**src/rtl/assert_macros.svh**
```systemverilog
// assertion helpers, sampled on the rising edge of clk and held off during rst
`ifndef ASSERT_MACROS_SVH
`define ASSERT_MACROS_SVH

// general clocked property
`define ASSERT_CLKED(lbl, prop, msg) \
  lbl: assert property (@(posedge clk) disable iff (rst) (prop)) else $error(msg);

// same-cycle implication
`define ASSERT_IMPL(lbl, ante, cons, msg) \
  `ASSERT_CLKED(lbl, (ante) |-> (cons), msg)

// next-cycle implication
`define ASSERT_NEXT(lbl, ante, cons, msg) \
  `ASSERT_CLKED(lbl, (ante) |=> (cons), msg)

`endif

```
**src/rtl/stbs_pkg.sv**
```systemverilog
package stbs_pkg;

  localparam int TABLE_DEPTH_DEF = 1024;

  // field widths
  localparam int IDX_W = 10;
  localparam int VAL_W = 32;
  // signed interval bound, holds -1 up to the largest index plus one
  localparam int POS_W = IDX_W + 2;

  // stream payload widths
  localparam int S_TDATA_W = 96;
  localparam int M_TDATA_W = 8;

  // s_tdata field offsets
  localparam int IDX_LSB  = 0;
  localparam int VAL_LSB  = IDX_LSB + IDX_W;
  localparam int LOW_LSB  = VAL_LSB + VAL_W;
  localparam int HIGH_LSB = LOW_LSB + IDX_W;
  localparam int KEY_LSB  = HIGH_LSB + IDX_W;

  // opcodes carried on s_tuser
  localparam logic OP_WRITE  = 1'b0;
  localparam logic OP_SEARCH = 1'b1;

  // controller to datapath
  typedef struct packed {
    logic load_write;   // store entry_value at entry_index
    logic load_search;  // latch bounds and key, clear result
    logic start_probe;  // first midpoint, issue first read
    logic step_probe;   // narrow interval, issue next read
    logic found_set;    // probe matched
    logic out_load;     // move result into output register
  } cmd_t;

  // datapath to controller
  typedef struct packed {
    logic empty;        // interval empty before the first probe
    logic hit;          // probed entry equals key
    logic next_empty;   // narrowed interval would be empty
  } sts_t;

endpackage

```
**src/rtl/stbs_ctrl.sv**
```systemverilog
`include "assert_macros.svh"

module stbs_ctrl (
  input  logic           clk,
  input  logic           rst,
  input  logic           s_tvalid,
  output logic           s_tready,
  input  logic           opcode,
  output logic           m_tvalid,
  input  logic           m_tready,
  output stbs_pkg::cmd_t cmd,
  input  stbs_pkg::sts_t sts
);

  typedef enum logic [3:0] {
    ST_IDLE  = 4'b0001,
    ST_START = 4'b0010,
    ST_PROBE = 4'b0100,
    ST_DONE  = 4'b1000
  } state_t;

  state_t state;
  state_t state_next;
  logic   accept;

  assign s_tready = state == ST_IDLE;
  assign accept   = s_tvalid && s_tready;

  always_comb begin
    state_next = state;
    cmd        = '0;
    case (state)
      ST_IDLE: begin
        if (s_tvalid) begin
          if (opcode == stbs_pkg::OP_SEARCH) begin
            cmd.load_search = 1'b1;
            state_next      = ST_START;
          end else begin
            cmd.load_write = 1'b1;
          end
        end
      end
      ST_START: begin
        cmd.start_probe = 1'b1;
        state_next      = sts.empty ? ST_DONE : ST_PROBE;
      end
      ST_PROBE: begin
        if (sts.hit) begin
          cmd.found_set = 1'b1;
          state_next    = ST_DONE;
        end else if (sts.next_empty) begin
          state_next = ST_DONE;
        end else begin
          cmd.step_probe = 1'b1;
        end
      end
      ST_DONE: begin
        if (!m_tvalid || m_tready) begin
          cmd.out_load = 1'b1;
          state_next   = ST_IDLE;
        end
      end
      default: begin
        state_next = ST_IDLE;
      end
    endcase
  end

  always_ff @(posedge clk) begin
    if (rst) begin
      state    <= ST_IDLE;
      m_tvalid <= 1'b0;
    end else begin
      state <= state_next;
      if (cmd.out_load) begin
        m_tvalid <= 1'b1;
      end else if (m_tready) begin
        m_tvalid <= 1'b0;
      end
    end
  end

  `ASSERT_NEXT(a_search_starts, accept && (opcode == stbs_pkg::OP_SEARCH),
    state == ST_START, "accepted search did not start")
  `ASSERT_CLKED(a_result_from_done, $rose(m_tvalid) |-> $past(state == ST_DONE),
    "result raised outside the done state")

endmodule

```
**config.mk**
```make
export PLATFORM = sky130hd
export DESIGN_NAME = stbs_ctrl
export DESIGN_NICKNAME = d
export VERILOG_FILES = /design/src/rtl/stbs_pkg.sv /design/src/rtl/stbs_ctrl.sv
export VERILOG_INCLUDE_DIRS = /design/src /design/src/rtl
export SDC_FILE = /design/constraint.sdc
export NUM_CORES = 1
export LEC_CHECK = 0
export BUFFER_PORTS_ARGS = -buffer_cell sky130_fd_sc_hd__buf_2
export CAP_MARGIN = 20
export CORE_AREA = 3 3 40 42
export DETAILED_ROUTE_END_ITERATION = 8
export DIE_AREA = 0 0 43 45
export GPL_ROUTABILITY_DRIVEN = 0
export HOLD_SLACK_MARGIN = 0.05
export SYNTH_ARGS = -nofsm -noshare
export SYNTH_HDL_FRONTEND = slang
export SYNTH_SLANG_ARGS = --single-unit
```
**constraint.sdc**
```tcl
create_clock -name clk -period 1.9 [get_ports clk]
set_clock_uncertainty 0.15 [all_clocks]
set_input_delay 0.285 -clock clk [delete_from_list [all_inputs] [get_ports clk]]
set_output_delay 0.285 -clock clk [all_outputs]
set_load 0.02 [all_outputs]
```
* Word level (Yosys, flattened, before mapping)
Cells that the tools add are included.
Cells by class: divide/modulo/power cells 0, shifts and indexed selects 0, reduce and logical (&&, ||, !) cells 4, $lt $le $gt $ge 0, bitwise operators 0, eq/ne operators 8, add/sub/neg operators 0, multiply operators 0, muxes and demuxes 20
Operators with widths (number):
- two-way mux 4 bit | 6
- case mux 4 bit (4 select lines) | 1
- two-way mux 1 bit | 10
- two-way mux 2 bit | 3
- equality test 4 x 1 -> 1 bit (second input constant) | 1
- equality test 4 x 2 -> 1 bit (second input constant) | 1
- equality test 4 x 3 -> 1 bit (second input constant) | 1
- equality test 4 bit (second input constant) | 1
- inequality test 2 bit (second input constant) | 2
- AND reduction 4 bit | 1
- inequality test 3 bit (second input constant) | 1
- inequality test 2 x 1 -> 1 bit (second input constant) | 1
- nonzero test 2 bit | 1
- zero test 1 bit | 1
- logical OR 1 bit | 1
Word-level totals: latch bits 0, memories kept 0, flip-flop bits (word level) 5, bits in read-only memories 0, input bits 8, logic and storage cells 34, RAM bits 0

* Logic depth before layout (Yosys ltp)
word-level depth 5, gate-level depth with buffers 4, mapped depth without buffers 4

* Worst setup path before layout
OpenSTA, ideal clock, no wires.
path type register -> output, start point register state[1], end point output port cmd[5] in the netlist's numbering, data required time 1.465 ns, slack -0.143 ns, data arrival time 1.608 ns, cell stages (with the launch flop) 3, path buffers 0, cells stage by stage dfxtp_1 > or4b_2 > nor3b_1
RTL lines:
- from (decl) | RTL line stbs_ctrl.sv:22 | state_t state;
- from (signal assigned) | RTL line stbs_ctrl.sv:74 | state <= state_next;
- to (decl) | RTL line stbs_ctrl.sv:11 | output stbs_pkg::cmd_t cmd,

==> run summary <==
The floorplan has 13 rows. For flop-to-flop paths, the worst setup slack is 50 ps. After clock tree synthesis, the clock-pin slew on the worst setup and hold paths is 40 ps. Synthesis instantiated 21 different standard cells from the library.

The die area is 1940 µm². The fraction of layout cells with a size suffix above 1 was 0.613; the combinational share of power was 0.231. The area growth from synthesis to layout is 76.4%. Data arrives at the worst endpoint at 1610 ps.

For this block, the routed nets add up to 829 µm of wire. For this run, the top clock speed supported by timing is 489 MHz. In the layout the commonest cells are sky130_fd_sc_hd__buf_4 (11), sky130_fd_sc_hd__buf_2 (10). The final-report max-slew violation count is 0.

Leaving out filler cells and counting taps, the final layout contains 77. TritonCTS built the clock tree. The max-cap check violation count is 0, and the count of port buffers added during placement is 15.

The core occupancy in the finished layout is 0.407, and the post-synthesis area per instance is 8.47 µm². The initial antenna violation count was 0. Measured along the x axis, the die boundary spans 43 µm. The die height was 45 µm. The startpoint identified for the worst register-to-register timing path is state[0].

For the pin with the worst max-slew slack, the measured transition is 381 ps. The first routing iteration left 7 violations. For this block, the via count after detailed routing is 354. Before antenna repair, the detailed router went through 2 iterations.

The synthesized netlist net count came out at 43. The switching fraction of total power works out to 0.258. The share of the synthesized area in compound gates (AO/OA/AOI/OAI) was 0.173; the post-synthesis cell count was 35. In this run, post-CTS hold repair placed 0 buffers.

The tools report the design internal power as 224 µW. The flow ran to the end, but the final reports show violations. The worst path in the final design needs a cycle of 2040 ps, including I/O delays and setup.

The post-synthesis register bit count is 5, and the fraction of power consumed by the clock network is 0.397. The peak supply drop came out at 0.426 mV. The reg-to-reg critical path endpoint was state[0].

The XOR/XNOR share of the synthesized area came out at 0.0295. STA classifies the critical path endpoint as a primary output. Detailed placement ended at an HPWL of 615 µm. The number of antenna diodes is 0. The number of cells on the worst reg-to-reg path was 4. The final layout contains 71 nets.

The number of global-route vias before repair came out at 286. By startpoint and endpoint, the worst setup path is classified as flop to primary output. The run gives 1 as the level count of the clock H-tree. The number of hold violations in the final report was 0. The fraction of synthesized area in multiplexers was 0.

In this run the deepest clock path goes through 2 buffers. The logs give 0.338 for the sequential area share after synthesis and 0 for the remaining routing DRC violations. The standby leakage power was 0.000239 µW; the cell count of the worst hold path was 2.

The dominant combinational cell family by area after synthesis is simple AND/OR/NAND/NOR gates. Clock latency on the worst-skew pair, taken at its later pin, is 240 ps. At the placement stage, the worst setup path has a slack of 46.8 ps. The leftover overflow at the end of global routing came out at 0. The logs give 0 for the yosys synthesis warning count and 0.743 for the headroom to the max-slew limit.

By area the synthesized netlist is led by sky130_fd_sc_hd__dfxtp_1 (34%), sky130_fd_sc_hd__or4b_1 (6.8%), sky130_fd_sc_hd__a21oi_1 (5.1%). For the initial core utilization, the log shows 0.231. The adder and majority gate portion of the synthesized area is 0, and the part of the power in registers is 0.372. The core region is 1280 µm².

Total power for the finished layout comes to 302 µW. The number of sinks handled by clock tree synthesis is 5, and the least setup slack across all paths after layout is -143 ps. The endpoint with the worst hold slack was state[2]. The first global-routing pass estimated 1.26 mm of wire.

The number of top-level design ports was 16. The final reports fail on negative setup slack. The required arrival time at the worst endpoint is 1460 ps, and the placed instance count is 70. Setup violations remaining at the end of the flow were counted as 3.

Along the worst path, the maximum fanout reaches 3. The tools report the remaining antenna violation count as 0. The logs give 78.0 µW for the power dissipated by switching net loads and 0.0898 for the aggregate global-route resource usage. In this run the clock root is driven by a sky130_fd_sc_hd__clkbuf_4.

Classification of the worst-slack hold path: input pin to flop. The number of buffers created by CTS is 3, and the number of vias per cell is 4.60. Setup repair after global routing could not meet its margin everywhere.

Power spread over the standard cell area amounts to 577 nW/µm². The post-synthesis instance area came out at 297 µm². The area fraction of the dominant cell type after synthesis works out to 0.338. Entering global routing, the biggest net connects 7 pins.

Dividing the detail-routed wire length by the instance count gives 10.8 µm. The setup TNS after final layout is -170 ps, and the final clock period utilization by the worst path is 1.08. The library cell used most frequently in the layout, excluding fill and tap cells, is sky130_fd_sc_hd__buf_4. Origin of the worst min-delay path: rst. Kind of launch point of the worst setup path: a flop. The top cell type by total area after synthesis was sky130_fd_sc_hd__dfxtp_1. The simple logic cell fraction of the synthesized area is 0.409.
sequential cells by signal, indices dropped and copies added, names as in the netlist:
| register | cells |
|---|---|
| state | 4 |
| m_tvalid | 1 |
through the flow:
| step | hold slack, ps | instance area, µm² |
|---|---|---|
| 2_1_floorplan | 204 | 302 |
| 3_3_place_gp | 349 | 433 |
| 3_5_place_dp | 351 | 433 |
| 4_1_cts | 135 | 493 |
| 5_1_grt | 142 | 523 |
| 6_report | 142 | 523 |
kinds of logic after synthesis:
kind of cell,count (synthesis)
AND/OR/NAND/NOR,17
AO/OA/AOI/OAI,8
flip-flops,5
buffers and inverters,4
XOR/XNOR,1
power groups by stage:
stage	Clock [µW]	Sequential (µW)	Combinational, µW
2_1_floorplan	0	115	29.2
3_3_place_gp	0	113	55.7
3_5_place_dp	0	113	55.8
4_1_cts	123	112	63.1
5_1_grt	135	113	74.5
6_report	120	112	69.7
how the worst max path moves through the flow:
stage                  start  endpoint  slack (ps)
floorplan           state[1]    cmd[5]          50
global route        state[0]    cmd[2]        -190
global placement    state[1]    cmd[2]          60
finish              state[0]    cmd[2]        -140
CTS                 state[0]    cmd[2]        -160
detailed placement  state[1]    cmd[2]          50
critical path, stage by stage, from the launching register on:
cell	delay, ps
sky130_fd_sc_hd__dfxtp_2	320
sky130_fd_sc_hd__or4b_4	530
sky130_fd_sc_hd__or3_4	350
sky130_fd_sc_hd__inv_2	70
sky130_fd_sc_hd__buf_6	110
what timing repair did:
item	4_1_cts	5_1_grt
gates resized for setup	8	8
setup buffers	2	1
setup endpoints to repair	5	6
pin swaps	2	1
final cells by class:
class / instances / area, µm²
Fill cell: 131 / 762
Multi-Input combinational cell: 26 / 204
Timing Repair Buffer: 23 / 155
Sequential cell: 5 / 104
Clock buffer: 4 / 26.3
Tap cell: 15 / 18.8
Inverter: 4 / 15.0
routing by layer:
metal	track usage	routed length, µm	part of all wire	vias up
met5	0	0	0	-
met2	0.132	391	0.47	13
met3	0.0398	50	0.060	2
met4	0.0542	9	0.011	0
met1	0.108	378	0.46	156
li1	-	-	-	183
cell usage after synthesis:
library cell,n
sky130_fd_sc_hd__a21oi_1,3
sky130_fd_sc_hd__a311o_1,1
sky130_fd_sc_hd__and2b_1,1
sky130_fd_sc_hd__and3b_2,1
sky130_fd_sc_hd__dfxtp_1,5
sky130_fd_sc_hd__inv_1,4
sky130_fd_sc_hd__nand2_1,1
sky130_fd_sc_hd__nand2b_1,2
sky130_fd_sc_hd__nor2_1,2
sky130_fd_sc_hd__nor2b_1,1
sky130_fd_sc_hd__nor3_1,2
sky130_fd_sc_hd__nor3b_1,1
sky130_fd_sc_hd__nor4b_1,1
sky130_fd_sc_hd__o211ai_1,1
sky130_fd_sc_hd__o21ai_0,2
sky130_fd_sc_hd__o32ai_1,1
sky130_fd_sc_hd__or2_2,1
sky130_fd_sc_hd__or3_4,1
sky130_fd_sc_hd__or4b_1,2
sky130_fd_sc_hd__or4b_2,1
sky130_fd_sc_hd__xor2_1,1
(Power assumes the default switching activity.)
